==> config.mk <==
export PLATFORM = sky130hd
export DESIGN_NAME = date_day_number_converter_unit
export DESIGN_NICKNAME = d
export VERILOG_FILES = /design/src/rtl/ddnc_pkg.sv /design/src/rtl/ddnc_seq.sv /design/src/rtl/ddnc_dp.sv /design/src/rtl/date_day_number_converter_unit.sv
export SDC_FILE = /design/constraint.sdc
export NUM_CORES = 1
export LEC_CHECK = 0
export BUFFER_PORTS_ARGS = -buffer_cell sky130_fd_sc_hd__buf_4
export CORE_MARGIN = 2
export CORE_UTILIZATION = 57
export CTS_BUF_LIST = sky130_fd_sc_hd__clkbuf_8
export CTS_CLUSTER_DIAMETER = 30
export DETAILED_ROUTE_END_ITERATION = 7
export HOLD_SLACK_MARGIN = 0.05
export PLACE_DENSITY = 0.79
export SETUP_SLACK_MARGIN = 0.5
export SYNTH_ARGS = -nofsm -noshare
export SYNTH_HDL_FRONTEND = slang
export SYNTH_SLANG_ARGS = --single-unit
==> constraint.sdc <==
create_clock -name clk_i -period 4.6 [get_ports clk_i]
set_input_delay 0.69 -clock clk_i [delete_from_list [all_inputs] [get_ports clk_i]]
set_output_delay 0.69 -clock clk_i [all_outputs]
set_load 0.1 [all_outputs]
==> src/rtl/ddnc_pkg.sv <==
// Package for the date / day number converter: transfer structs, microcode
// control word, sequencer status and calendar helper functions.
// No dependencies.
package ddnc_pkg;

  localparam logic [11:0] EPOCH_YEAR  = 12'd1901;
  localparam logic [11:0] BASE_YEAR   = 12'd1601;
  localparam logic [19:0] LAST_DAY    = 20'd801707;
  localparam logic [19:0] EPOCH_OFS   = 20'd109572;
  localparam logic [2:0]  WD_BASE     = 3'd1;
  localparam logic [3:0]  MONTHS      = 4'd12;
  localparam logic [4:0]  FINAL_BLOCK = 5'd24;
  localparam logic [1:0]  FINAL_CENT  = 2'd3;
  localparam logic [1:0]  LEAP_POS    = 2'd3;
  localparam int unsigned PC_W        = 4;

  typedef struct packed {
    logic        command;
    logic [11:0] year;
    logic [3:0]  month;
    logic [4:0]  day;
    logic [19:0] day_number;
  } in_item_t;

  typedef struct packed {
    logic        valid_res;
    logic [19:0] out_day_number;
    logic [11:0] out_year;
    logic [3:0]  out_month;
    logic [4:0]  out_day;
    logic [2:0]  weekday;
  } out_item_t;

  typedef enum logic [2:0] {
    OP_LOAD,
    OP_STAGE,
    OP_MSETUP,
    OP_MONTH,
    OP_EMIT
  } op_e;

  typedef enum logic [1:0] {
    JC_NEXT,
    JC_FAIL,
    JC_LOOP,
    JC_END
  } jc_e;

  typedef enum logic [2:0] {
    TL_NONE,
    TL_CENT,
    TL_B8,
    TL_B1,
    TL_YEAR
  } tally_e;

  typedef enum logic {
    SQ_IDLE,
    SQ_RUN
  } seq_state_e;

  typedef struct packed {
    op_e             op;
    jc_e             jc;
    logic [PC_W-1:0] target;
    logic [8:0]      yr_step;
    logic [17:0]     dd_step;
    logic [2:0]      cap;
    logic [2:0]      wd_step;
    tally_e          tally;
  } cw_t;

  typedef struct packed {
    logic fail;
    logic again;
  } sts_t;

  function automatic logic [4:0] month_len(input logic leap, input logic [3:0] m);
    logic [4:0] len;
    begin
      case (m)
        4'd2:    len = leap ? 5'd29 : 5'd28;
        4'd4:    len = 5'd30;
        4'd6:    len = 5'd30;
        4'd9:    len = 5'd30;
        4'd11:   len = 5'd30;
        default: len = 5'd31;
      endcase
      return len;
    end
  endfunction

  function automatic logic [2:0] mod7(input logic [4:0] v);
    logic [4:0] r;
    begin
      if (v >= 5'd28) begin
        r = v - 5'd28;
      end else if (v >= 5'd21) begin
        r = v - 5'd21;
      end else if (v >= 5'd14) begin
        r = v - 5'd14;
      end else if (v >= 5'd7) begin
        r = v - 5'd7;
      end else begin
        r = v;
      end
      return r[2:0];
    end
  endfunction

  function automatic logic [2:0] add7(input logic [2:0] a, input logic [2:0] b);
    logic [3:0] s;
    begin
      s = {1'b0, a} + {1'b0, b};
      if (s >= 4'd7) begin
        s = s - 4'd7;
      end
      return s[2:0];
    end
  endfunction

endpackage

==> src/rtl/ddnc_seq.sv <==
// Microcode sequencer: program ROM, step counter and conditional jumps.
// Depends on ddnc_pkg.
module ddnc_seq import ddnc_pkg::*; (
  input  logic clk_i,
  input  logic rst_ni,
  input  logic start_i,
  input  sts_t sts_i,
  input  logic out_free_i,
  output logic busy_o,
  output logic emit_o,
  output cw_t  cw_o
);

  localparam logic [PC_W-1:0] ST_LOAD   = 4'd0;
  localparam logic [PC_W-1:0] ST_Y400   = 4'd1;
  localparam logic [PC_W-1:0] ST_Y100   = 4'd2;
  localparam logic [PC_W-1:0] ST_Y32    = 4'd3;
  localparam logic [PC_W-1:0] ST_Y4     = 4'd4;
  localparam logic [PC_W-1:0] ST_Y1     = 4'd5;
  localparam logic [PC_W-1:0] ST_MSETUP = 4'd6;
  localparam logic [PC_W-1:0] ST_MONTH  = 4'd7;
  localparam logic [PC_W-1:0] ST_EMIT   = 4'd8;

  function automatic cw_t stage(input logic [PC_W-1:0] self, input logic [8:0] yrs,
                                input logic [17:0] dds, input logic [2:0] cap,
                                input logic [2:0] wds, input tally_e tl);
    cw_t w;
    begin
      w         = '0;
      w.op      = OP_STAGE;
      w.jc      = JC_LOOP;
      w.target  = self;
      w.yr_step = yrs;
      w.dd_step = dds;
      w.cap     = cap;
      w.wd_step = wds;
      w.tally   = tl;
      return w;
    end
  endfunction

  function automatic cw_t ucode(input logic [PC_W-1:0] pc);
    cw_t w;
    begin
      w = '0;
      case (pc)
        ST_LOAD: begin
          w.op     = OP_LOAD;
          w.jc     = JC_FAIL;
          w.target = ST_EMIT;
        end
        ST_Y400: w = stage(ST_Y400, 9'd400, 18'd146097, 3'd7, 3'd0, TL_NONE);
        ST_Y100: w = stage(ST_Y100, 9'd100, 18'd36524, 3'd3, 3'd5, TL_CENT);
        ST_Y32:  w = stage(ST_Y32, 9'd32, 18'd11688, 3'd7, 3'd5, TL_B8);
        ST_Y4:   w = stage(ST_Y4, 9'd4, 18'd1461, 3'd7, 3'd5, TL_B1);
        ST_Y1:   w = stage(ST_Y1, 9'd1, 18'd365, 3'd3, 3'd1, TL_YEAR);
        ST_MSETUP: begin
          w.op     = OP_MSETUP;
          w.jc     = JC_FAIL;
          w.target = ST_EMIT;
        end
        ST_MONTH: begin
          w.op     = OP_MONTH;
          w.jc     = JC_LOOP;
          w.target = ST_MONTH;
        end
        ST_EMIT: begin
          w.op     = OP_EMIT;
          w.jc     = JC_END;
          w.target = ST_LOAD;
        end
        default: begin
          w.op     = OP_EMIT;
          w.jc     = JC_END;
          w.target = ST_LOAD;
        end
      endcase
      return w;
    end
  endfunction

  seq_state_e      state_q, state_d;
  logic [PC_W-1:0] pc_q, pc_d;
  cw_t             cw;

  assign cw   = ucode(pc_q);
  assign cw_o = cw;

  always_ff @(posedge clk_i or negedge rst_ni) begin
    if (!rst_ni) begin
      state_q <= SQ_IDLE;
      pc_q    <= ST_LOAD;
    end else begin
      state_q <= state_d;
      pc_q    <= pc_d;
    end
  end

  always_comb begin
    state_d = state_q;
    pc_d    = pc_q;
    busy_o  = 1'b0;
    emit_o  = 1'b0;
    case (state_q)
      SQ_IDLE: begin
        if (start_i) begin
          state_d = SQ_RUN;
          pc_d    = ST_LOAD;
        end
      end
      SQ_RUN: begin
        busy_o = 1'b1;
        case (cw.jc)
          JC_FAIL: pc_d = sts_i.fail ? cw.target : pc_q + 4'd1;
          JC_LOOP: pc_d = sts_i.again ? cw.target : pc_q + 4'd1;
          JC_END: begin
            if (out_free_i) begin
              emit_o  = 1'b1;
              state_d = SQ_IDLE;
              pc_d    = cw.target;
            end
          end
          default: pc_d = pc_q + 4'd1;
        endcase
      end
      default: begin
        state_d = SQ_IDLE;
        pc_d    = ST_LOAD;
      end
    endcase
  end

endmodule

==> src/rtl/ddnc_dp.sv <==
// Datapath for the converter: year decomposition by 400/100/32/4/1 years,
// month walk, weekday tally and result formatting. Depends on ddnc_pkg.
module ddnc_dp import ddnc_pkg::*; (
  input  logic      clk_i,
  input  logic      in_load_i,
  input  in_item_t  in_data_i,
  input  logic      run_i,
  input  cw_t       cw_i,
  output sts_t      sts_o,
  output out_item_t res_o
);

  logic        cmd_q;
  logic [11:0] yin_q;
  logic [3:0]  min_q;
  logic [4:0]  din_q;
  logic [19:0] nin_q;
  logic [19:0] r_q;
  logic [11:0] yr_q;
  logic [2:0]  cnt_q;
  logic [1:0]  cc_q;
  logic [4:0]  bb_q;
  logic [1:0]  yi_q;
  logic [3:0]  mm_q;
  logic [2:0]  wd_q;
  logic        ok_q;

  logic        leap;
  logic [4:0]  mlen;
  logic [4:0]  mlen_in;
  logic [19:0] dd20;
  logic [11:0] yr12;
  logic        load_ok;
  logic        stage_take;
  logic        month_take;

  always_comb begin
    leap       = (yi_q == LEAP_POS) && ((bb_q != FINAL_BLOCK) || (cc_q == FINAL_CENT));
    mlen       = month_len(leap, mm_q);
    mlen_in    = month_len(leap, min_q);
    dd20       = {2'd0, cw_i.dd_step};
    yr12       = {3'd0, cw_i.yr_step};
    load_ok    = cmd_q ? (nin_q <= LAST_DAY)
                       : ((yin_q >= EPOCH_YEAR) && (min_q >= 4'd1) && (min_q <= MONTHS)
                          && (din_q != 5'd0));
    stage_take = (cnt_q < cw_i.cap) && (cmd_q ? (r_q >= dd20) : (yr_q >= yr12));
    month_take = cmd_q ? ((r_q >= {15'd0, mlen}) && (mm_q < MONTHS)) : (mm_q < min_q);
    sts_o      = '0;
    case (cw_i.op)
      OP_LOAD:   sts_o.fail = !load_ok;
      OP_MSETUP: sts_o.fail = !cmd_q && (din_q > mlen_in);
      OP_STAGE:  sts_o.again = stage_take;
      OP_MONTH:  sts_o.again = month_take;
      default:   sts_o = '0;
    endcase
  end

  always_ff @(posedge clk_i) begin
    if (in_load_i) begin
      cmd_q <= in_data_i.command;
      yin_q <= in_data_i.year;
      min_q <= in_data_i.month;
      din_q <= in_data_i.day;
      nin_q <= in_data_i.day_number;
    end
    if (run_i) begin
      case (cw_i.op)
        OP_LOAD: begin
          ok_q  <= load_ok;
          cnt_q <= '0;
          cc_q  <= '0;
          bb_q  <= '0;
          yi_q  <= '0;
          mm_q  <= 4'd1;
          if (cmd_q) begin
            r_q  <= nin_q + EPOCH_OFS;
            yr_q <= '0;
            wd_q <= WD_BASE;
          end else begin
            r_q  <= {15'd0, din_q - 5'd1};
            yr_q <= yin_q - BASE_YEAR;
            wd_q <= add7(WD_BASE, mod7(din_q - 5'd1));
          end
        end
        OP_STAGE: begin
          if (stage_take) begin
            cnt_q <= cnt_q + 3'd1;
            wd_q  <= add7(wd_q, cw_i.wd_step);
            if (cmd_q) begin
              r_q  <= r_q - dd20;
              yr_q <= yr_q + yr12;
            end else begin
              r_q  <= r_q + dd20;
              yr_q <= yr_q - yr12;
            end
            case (cw_i.tally)
              TL_CENT: cc_q <= cc_q + 2'd1;
              TL_B8:   bb_q <= bb_q + 5'd8;
              TL_B1:   bb_q <= bb_q + 5'd1;
              TL_YEAR: yi_q <= yi_q + 2'd1;
              default: ;
            endcase
          end else begin
            cnt_q <= '0;
          end
        end
        OP_MSETUP: begin
          if (!cmd_q) begin
            r_q <= r_q - EPOCH_OFS;
            if (din_q > mlen_in) begin
              ok_q <= 1'b0;
            end
          end
        end
        OP_MONTH: begin
          if (month_take) begin
            mm_q <= mm_q + 4'd1;
            wd_q <= add7(wd_q, mod7(mlen));
            r_q  <= cmd_q ? (r_q - {15'd0, mlen}) : (r_q + {15'd0, mlen});
          end
        end
        default: ;
      endcase
    end
  end

  always_comb begin
    res_o = '0;
    if (ok_q) begin
      res_o.valid_res = 1'b1;
      if (cmd_q) begin
        res_o.out_day_number = nin_q;
        res_o.out_year       = BASE_YEAR + yr_q;
        res_o.out_month      = mm_q;
        res_o.out_day        = r_q[4:0] + 5'd1;
        res_o.weekday        = add7(wd_q, mod7(r_q[4:0]));
      end else begin
        res_o.out_day_number = r_q;
        res_o.out_year       = yin_q;
        res_o.out_month      = min_q;
        res_o.out_day        = din_q;
        res_o.weekday        = wd_q;
      end
    end
  end

endmodule

==> src/rtl/date_day_number_converter_unit.sv <==
// Top level of the date / day number converter: input capture, output
// register and handshakes. Depends on ddnc_pkg, ddnc_seq and ddnc_dp.
//
// Usage: present an item on in_data_i with in_valid_i; it transfers when
// in_stall_o is low. Command 0 turns a date into a day number counted from
// 1901-01-01, command 1 turns a day number into a date; both give the
// weekday (0 Sunday). One result leaves per item on out_data_o, qualified
// by out_valid_o, and transfers when out_stall_i is low.
// The time from an item's transfer to its result is set by the microcode
// loop that peels off 400, 100, 32, 4 and 1 years and then walks the
// months, one subtract per cycle; a rejected item leaves the loop early.
// One item is worked on at a time; in_stall_o is high while the sequencer
// runs and drops the cycle after the result is written, so the next item
// transfers while a result still waits.
// Stall: a held result stays in the output register; a finished item waits
// in its last step until the register is free.
// Reset: the sequencer returns to idle and the output register empties.
module date_day_number_converter_unit import ddnc_pkg::*; (
  input  logic      clk_i,
  input  logic      rst_ni,
  input  logic      in_valid_i,
  output logic      in_stall_o,
  input  in_item_t  in_data_i,
  output logic      out_valid_o,
  input  logic      out_stall_i,
  output out_item_t out_data_o
);

  logic      busy;
  logic      emit;
  logic      accept;
  logic      out_free;
  cw_t       cw;
  sts_t      sts;
  out_item_t res;
  logic      out_valid_q, out_valid_d;
  out_item_t out_data_q;

  assign in_stall_o = busy;
  assign accept     = in_valid_i && !busy;
  assign out_free   = !out_valid_q || !out_stall_i;

  ddnc_seq u_seq (
    .clk_i      (clk_i),
    .rst_ni     (rst_ni),
    .start_i    (accept),
    .sts_i      (sts),
    .out_free_i (out_free),
    .busy_o     (busy),
    .emit_o     (emit),
    .cw_o       (cw)
  );

  ddnc_dp u_dp (
    .clk_i     (clk_i),
    .in_load_i (accept),
    .in_data_i (in_data_i),
    .run_i     (busy),
    .cw_i      (cw),
    .sts_o     (sts),
    .res_o     (res)
  );

  assign out_valid_d = emit || (out_valid_q && out_stall_i);

  always_ff @(posedge clk_i or negedge rst_ni) begin
    if (!rst_ni) begin
      out_valid_q <= 1'b0;
    end else begin
      out_valid_q <= out_valid_d;
    end
  end

  always_ff @(posedge clk_i) begin
    if (emit) begin
      out_data_q <= res;
    end
  end

  assign out_valid_o = out_valid_q;
  assign out_data_o  = out_data_q;

`ifndef SYNTH
  a_accept_busy: assert property (@(posedge clk_i) disable iff (!rst_ni)
    in_valid_i && !in_stall_o |=> in_stall_o)
    else $error("sequencer did not start on input transfer");

  a_emit_idle: assert property (@(posedge clk_i) disable iff (!rst_ni)
    emit |=> !in_stall_o)
    else $error("sequencer still busy after result write");

  a_invalid_zero: assert property (@(posedge clk_i) disable iff (!rst_ni)
    out_valid_o && !out_data_o.valid_res |->
      out_data_o.out_day_number == '0 && out_data_o.out_year == '0 &&
      out_data_o.out_month == '0 && out_data_o.out_day == '0 &&
      out_data_o.weekday == '0)
    else $error("rejected item has nonzero result fields");

  a_valid_range: assert property (@(posedge clk_i) disable iff (!rst_ni)
    out_valid_o && out_data_o.valid_res |->
      out_data_o.out_month >= 4'd1 && out_data_o.out_month <= MONTHS &&
      out_data_o.out_day != 5'd0 && out_data_o.weekday <= 3'd6 &&
      out_data_o.out_day_number <= LAST_DAY)
    else $error("accepted result out of calendar range");
`endif

endmodule

; ---- Yosys cells after proc, flatten, opt, wreduce, memory -nomap -nowiden
; Index checks and enable logic that the tools add are counted.
[totals]
word_cells = 247
regBits = 145
out_inout_bits = 47
input_bits = 46
[op_classes]
bitwise = 1
n_mux = 81
n_eq_ne = 39
reduce_logical = 37
n_addsub = 39
n_lt_le_gt_ge = 27
[ops]
columns = op, n
row1 = $pmux W36 S5, 1
row2 = $mux W20, 6
row3 = $mux W3, 28
row4 = $pmux W20 S4, 1
row5 = $pmux W9 S8, 1
row6 = $sub A3 B3 Y3 const B, 16
row7 = $mux W45, 1
row8 = $mux W44, 1
row9 = $mux W12, 3
row10 = $eq A4 B3 Y1 const B, 8
row11 = $ge A5 B5 Y1 const B, 6
row12 = $pmux W5 S2, 3
row13 = $pmux W12 S2, 1
row14 = $add A20 B17 Y20 const B, 1
row15 = $add A20 B18 Y20, 1
row16 = $add A20 B5 Y20, 1
row17 = $ge A20 B18 Y1, 1
row18 = $ge A20 B5 Y1, 1
row19 = $le A20 B20 Y1 const B, 1
row20 = $mux W4, 5
row21 = $reduce_and A4 Y1, 5
row22 = $sub A20 B17 Y20 const B, 1
row23 = $sub A20 B18 Y20, 1
row24 = $sub A20 B5 Y20, 1
row25 = other kinds (58), 129

; ---- Depth between registers and ports, before layout
[logic_depth]
ltp_word = 18
mapped_depth = 19
depth_no_buf = 19

; ---- Hierarchy
; From an unflattened synthesis, not the netlist that was laid out.
[hier_totals]
cells_unflattened = 1433
hier_area_um2 = 12902.4
[modules_own_cells]
columns = mod, cells_per_inst, area_each_um2, instances
row1 = ddnc_dp, 1250, 10570.1, 1
row2 = date_day_number_converter_unit, 49, 1393.8, 1
row3 = ddnc_seq, 134, 938.4, 1

; ---- Worst setup path after synthesis
; Ideal clock, no wire load.
[synth_path]
path_kind = register to register
start = reg u_seq.pc_q[1]
end = reg u_dp.r_q[10], enable pin
setup_ps = 416
path_slack_ps = -55
stages_incl_launch_ff = 17
path_buffers = 2
arrival_ps = 4240
required_ps = 4184
synth_period_minus_slack_ps = 4655
cell_sequence = dfrtp_1 inv_1 ha_1 clkbuf_1 inv_1 a21oi_1 o21ai_0 ha_1 clkbuf_1 inv_1 o21bai_1 a21oi_1 o21ai_0 a21oi_1 a211oi_2 nor2_1 nor3_1
[synth_via]
elab_chain_cells = 7
[synth_lines]
columns = item, line
row1 = "start, declared", ddnc_seq.sv:83  ; logic [PC_W-1:0] pc_q, pc_d;
row2 = "start signal, assigned", ddnc_seq.sv:95  ; pc_q <= pc_d;
row3 = "$eq A4 B3 Y1, or another cell as far along", ddnc_seq.sv:46  ; case (pc)
row4 = $pmux W36 S5, ddnc_seq.sv:46
row5 = $ge A20 B18 Y1 or $ge A12 B9 Y1 (tied branches), ddnc_dp.sv:46  ; stage_take = (cnt_q < cw_i.cap) && (cmd_q ? (r_q >= dd20) : (yr_q >= yr12));
row6 = $mux W1, ddnc_dp.sv:46
row7 = $logic_and A1 B1 Y1, ddnc_dp.sv:46
row8 = $ne A2 B1 Y1 (no line), --
row9 = $reduce_and A5 Y1 (no line) (*), --
row10 = "end signal, assigned", ddnc_dp.sv:76  ; r_q <= nin_q + EPOCH_OFS;
row11 = "end signal, assigned", ddnc_dp.sv:80  ; r_q <= {15'd0, din_q - 5'd1};
row12 = "end signal, assigned", ddnc_dp.sv:90  ; r_q <= r_q - dd20;
row13 = "end, declared", ddnc_dp.sv:18  ; logic [19:0] r_q;
; Every way passes the cells marked *; elsewhere a longest branch is shown, timed or not.
; A chain may end at the register's enable or synchronous reset.

; ---- Final worst setup path
[layout_path]
start = reg u_dp.din_q[0]
end = reg u_dp.wd_q[1], data pin
[layout_via]
elab_chain_cells = 14
[layout_lines]
columns = item, line
row1 = "start, declared", ddnc_dp.sv:16  ; logic [4:0] din_q;
row2 = "start signal, assigned", ddnc_dp.sv:63  ; din_q <= in_data_i.day;
row3 = $sub A5 B1 Y5 (*), ddnc_dp.sv:82  ; wd_q <= add7(WD_BASE, mod7(din_q - 5'd1));
row4 = $ge A5 B3 Y1 or $sub A3 B3 Y3 (tied branches), "ddnc_pkg.sv:102, ddnc_pkg.sv:103"
row5 = $mux W3, ddnc_pkg.sv:102  ; end else if (v >= 5'd7) begin
row6 = $mux W3, ddnc_pkg.sv:100  ; end else if (v >= 5'd14) begin
row7 = $mux W3, ddnc_pkg.sv:98  ; end else if (v >= 5'd21) begin
row8 = $mux W3 (*), ddnc_pkg.sv:96  ; if (v >= 5'd28) begin
row9 = $mux W3 (*), ddnc_dp.sv:75  ; if (cmd_q) begin
row10 = $mux W3 (*), ddnc_dp.sv:67  ; case (cw_i.op)
row11 = $mux W3 (*), ddnc_dp.sv:66  ; if (run_i) begin
row12 = $add A1 B3 Y4 (*), ddnc_pkg.sv:114  ; s = {1'b0, a} + {1'b0, b};
row13 = $ge A4 B3 Y1 or $sub A3 B3 Y3 (tied branches), "ddnc_pkg.sv:115, ddnc_pkg.sv:116"
row14 = $mux W3 (*), ddnc_pkg.sv:115  ; if (s >= 4'd7) begin
row15 = $mux W3 (*), ddnc_dp.sv:75
row16 = $pmux W3 S3 (*), ddnc_dp.sv:67
row17 = "end signal, assigned", ddnc_dp.sv:82
row18 = "end signal, assigned", ddnc_dp.sv:88  ; wd_q <= add7(wd_q, cw_i.wd_step);
row19 = "end signal, assigned", ddnc_dp.sv:118  ; wd_q <= add7(wd_q, mod7(mlen));
row20 = "end, declared", ddnc_dp.sv:25  ; logic [2:0] wd_q;
; Every way passes the cells marked *; elsewhere a longest branch is shown, timed or not. The select of a mux whose other input is x is not followed.

==> results.py <==
metrics = {
    "clocking": {
        "clock_sinks": 145,
        "clockBufferDepth": 2,
        "cts_buffers": 17,
        "clock_latency_ps": 480,
        "root_buffer": "clkbuf_8",
        "clkTransAtPathRegs_ps": 110,
        "htreeDepth": 4,
        "cts_tree": "done",
    },
    "yosys": {
        "synth-compound-area-share_pct": 20.5,
        "synth-seq-cells": 145,
        "syn-num-nets": 1539,
        "yosysUniqueCellTypes": 75,
        "yosysSeqAreaShare_pct": 35.3,
        "avgSynthCellArea_um2": 8.88,
        "synth.top_cells.by_area": "edfxtp_1 34%, ha_1 11%, xnor2_1 4.6%, a21oi_1 4.2%, nand2_1 4.1%",
        "synth_warnings": 0,
        "synth_area_leader_cell": "edfxtp_1",
        "synth_xor_area_share_pct": 7.13,
        "async_flop_share_pct": 4.14,
        "synth.cell_area_um2": 12300,
        "synth_top_area_share_pct": 34.0,
        "muxShareOfSynthArea_pct": 2.94,
        "synth_top_family_by_area": "compound AO/OA/AOI/OAI gates",
        "synth_top_flop_cell": "edfxtp_1",
        "synth_fa_ha_area_share_pct": 11.6,
        "synthCells": 1382,
        "synth-edff-count": 139,
        "synthSimpleGateAreaFrac_pct": 17.8,
    },
    "worst_setup_path": {
        "cp-start-kind": "flop",
        "cp-end-kind": "flop",
        "critical_path.cell_chain": "inv_1 > ha_2 > xnor2_1 > inv_2 > ha_1 > a221oi_1 > and2_4 > o311ai_0 > o31ai_2 > inv_1 > ha_1 > xor2_2 > nand3_2 > xnor2_1 > a21o_1",
        "worstPathMaxFanout": 7,
        "worstPathRequired_ps": 4840,
        "worstPathArrival_ps": 4140,
        "max_stage_delay_ps": 420,
        "crit_path_top_delay_cell": "edfxtp_1",
        "r2r_slack_ps": 700,
        "crit_type": "reg -> reg",
    },
    "timing": {
        "setup_tns_ps": 0,
        "fin_skew_ps": 21.2,
        "hold_viol_final": 0,
        "rsz0062_at_grt": "false",
        "fmax_mhz": 256,
        "setup_viol": 0,
        "period_needed_ps": 3900,
        "worstMarginPinSlew_ps": 1160,
        "slew_viol_final": 0,
        "relSlewSlack_pct": 22.7,
        "fin_crit_sh_pct": 84.8,
    },
    "finish": {
        "fillers": 1825,
        "multiInputGateArea_um2": 7430,
        "n_antenna_cell": 0,
        "fin_nets": 1614,
        "drive_above_1_share_pct": 13.7,
        "final_cell_mix": "139 x edfxtp_1, 135 x nand2_1, 126 x buf_4",
        "seq_area_um2": 4330,
        "syn_to_final_growth_pct": 12.8,
        "layout_commonest_cell": "edfxtp_1",
    },
    "place": {
        "dp.final_hpwl_um": 25800,
        "gp_congestion": 0.963,
        "place.port_buffers": 92,
    },
    "floorplanning": {
        "fp-row-count": 53,
        "ios": 93,
        "initial_core_util_pct": 58.2,
        "die_h_um": 151,
        "die-area_um2": 22700,
        "die_x_um": 151,
        "core_um2": 21100,
    },
    "drt": {
        "drc": 0,
        "drt-total-wl_um": 35100,
        "firstDrtPassIters": 6,
        "route.detailed.wl_per_inst_um": 20.1,
        "viasPerCell": 6.35,
        "ant_nets": 0,
        "num_vias": 11100,
        "first_iter_violations": 1196,
    },
    "grt": {
        "grt_usage_pct": 30.9,
        "grt_max_degree": 65,
        "grt-ovfl-total": 0,
        "grt_pass1_wl_um": 54400,
        "grt_pass1_vias": 10500,
        "antenna_found_initial": 0,
    },
    "worst_hold_path": {
        "hold_class": "in -> reg",
    },
    "job": {
        "max_cap_viol_count": 0,
    },
    "run_status": {
        "outcome": "finished, final reports clean",
    },
}
## critical path: cells and delay by family (launching register included)
kind	cells	cell delay [ps]
and+or+nand+nor	2	310
adders and majority gates	3	840
DFF	1	420
buffers and inverters	3	470
AOI/OAI and AO/OA	4	1080
xor gates and xnor gates	3	540
## area by class of cell
type | instances | area share (%)
multi-input combinational | 1082 | 53.7
tap | 275 | 2.49
timing repair buffer | 130 | 7.28
clock buffer | 17 | 1.69
clock inverter | 15 | 1.37
sequential | 145 | 31.3
inverter | 81 | 2.20
## state kept, by name (all words and copies together), names as in the netlist
name and flops:
u_dp.ok_q 1, u_dp.yi_q 2, u_seq.pc_q 4, u_dp.yr_q 12
u_dp.wd_q 3, u_dp.yin_q 12, u_dp.din_q 5, u_dp.cmd_q 1
u_dp.cnt_q 3, out_valid_o 1, u_dp.cc_q 2, u_dp.mm_q 4
u_dp.min_q 4, u_dp.bb_q 5, u_dp.r_q 20, u_seq.state_q 1
u_dp.nin_q 20, out_data_o 45
## through the flow
step / area (um^2) / hold slack [ps] / util, % / cells / worst slack [ps]
CTS: 13700 / 361 / 65.0 / 1736 / 480
global route: 13800 / 352 / 65.6 / 1745 / 488
detailed placement: 13300 / 500 / 62.9 / 1702 / 307
global placement: 13300 / 501 / 62.9 / 1702 / 512
finish: 13800 / 374 / 65.6 / 1745 / 699
floorplan: 12300 / 394 / - / 1382 / 709
## synthesized netlist by cell type (6+ instances only)
cell type / number
a211o_1: 6
a211oi_1: 12
a21boi_0: 6
a21o_1: 16
a21oi_1: 103
a221o_1: 9
a221oi_1: 7
a22oi_1: 9
a31oi_1: 20
and3_1: 15
buf_1: 12
clkbuf_1: 58
dfrtp_1: 6
edfxtp_1: 139
ha_1: 107
inv_1: 80
mux2i_1: 36
nand2_1: 135
nand2b_1: 15
nand3_1: 39
nand4_1: 7
nor2_1: 121
nor2b_1: 43
nor3_1: 28
nor4_1: 11
o211a_1: 11
o211ai_1: 10
o21ai_0: 77
o21bai_1: 7
o221ai_1: 13
o22ai_1: 22
o31ai_1: 10
or2_2: 8
or3_1: 9
xnor2_1: 64
xor2_1: 34
## per-layer routing
| metal | track usage, % | wire [um] | up-vias |
|---|---|---|---|
| met3 | 5.79 | 2410 | 102 |
| li1 | - | - | 5205 |
| met2 | 50.7 | 16700 | 485 |
| met1 | 39.8 | 14500 | 5288 |
| met4 | 13.5 | 1490 | 0 |
| met5 | 0 | 0 | - |
## timing repair
action | CTS | global route
hold buffers | 1 | 0
endpoints found under the hold margin | 6 | 0
pin swaps | 0 | 2
setup endpoints to repair | 37 | 67
resized for setup | 2 | 25
setup buffers | 1 | 9
## final timing paths
kind,end,cells after the start,start
min in group asynchronous,u_seq.state_q$_DFF_PN0_,2,rst_ni
max in group asynchronous,u_seq.pc_q[2]$_DFFE_PN0P_,2,rst_ni
max,u_dp.wd_q[1]$_DFFE_PP_,15,u_dp.din_q[0]$_DFFE_PP_
max reg2reg,u_dp.wd_q[1]$_DFFE_PP_,15,u_dp.din_q[0]$_DFFE_PP_
min reg2reg,u_dp.cc_q[0]$_SDFFCE_PN0P_,1,u_dp.cc_q[0]$_SDFFCE_PN0P_
min,u_dp.nin_q[9]$_DFFE_PP_,1,in_data_i[9]
## cells by family (layout without fill, tap and decap cells)
kind of cell / Yosys count / count (layout)
buffers and inverters: 155 / 243
AND/OR/NAND/NOR: 456 / 456
adder cells (fa/ha/maj): 111 / 111
multiplexers: 36 / 36
AO/OA/AOI/OAI: 380 / 380
flip-flops: 145 / 145
XOR/XNOR: 99 / 99
Power is not shown: default switching activity piles up to over one toggle a cycle in this logic, so the estimate is an artifact.
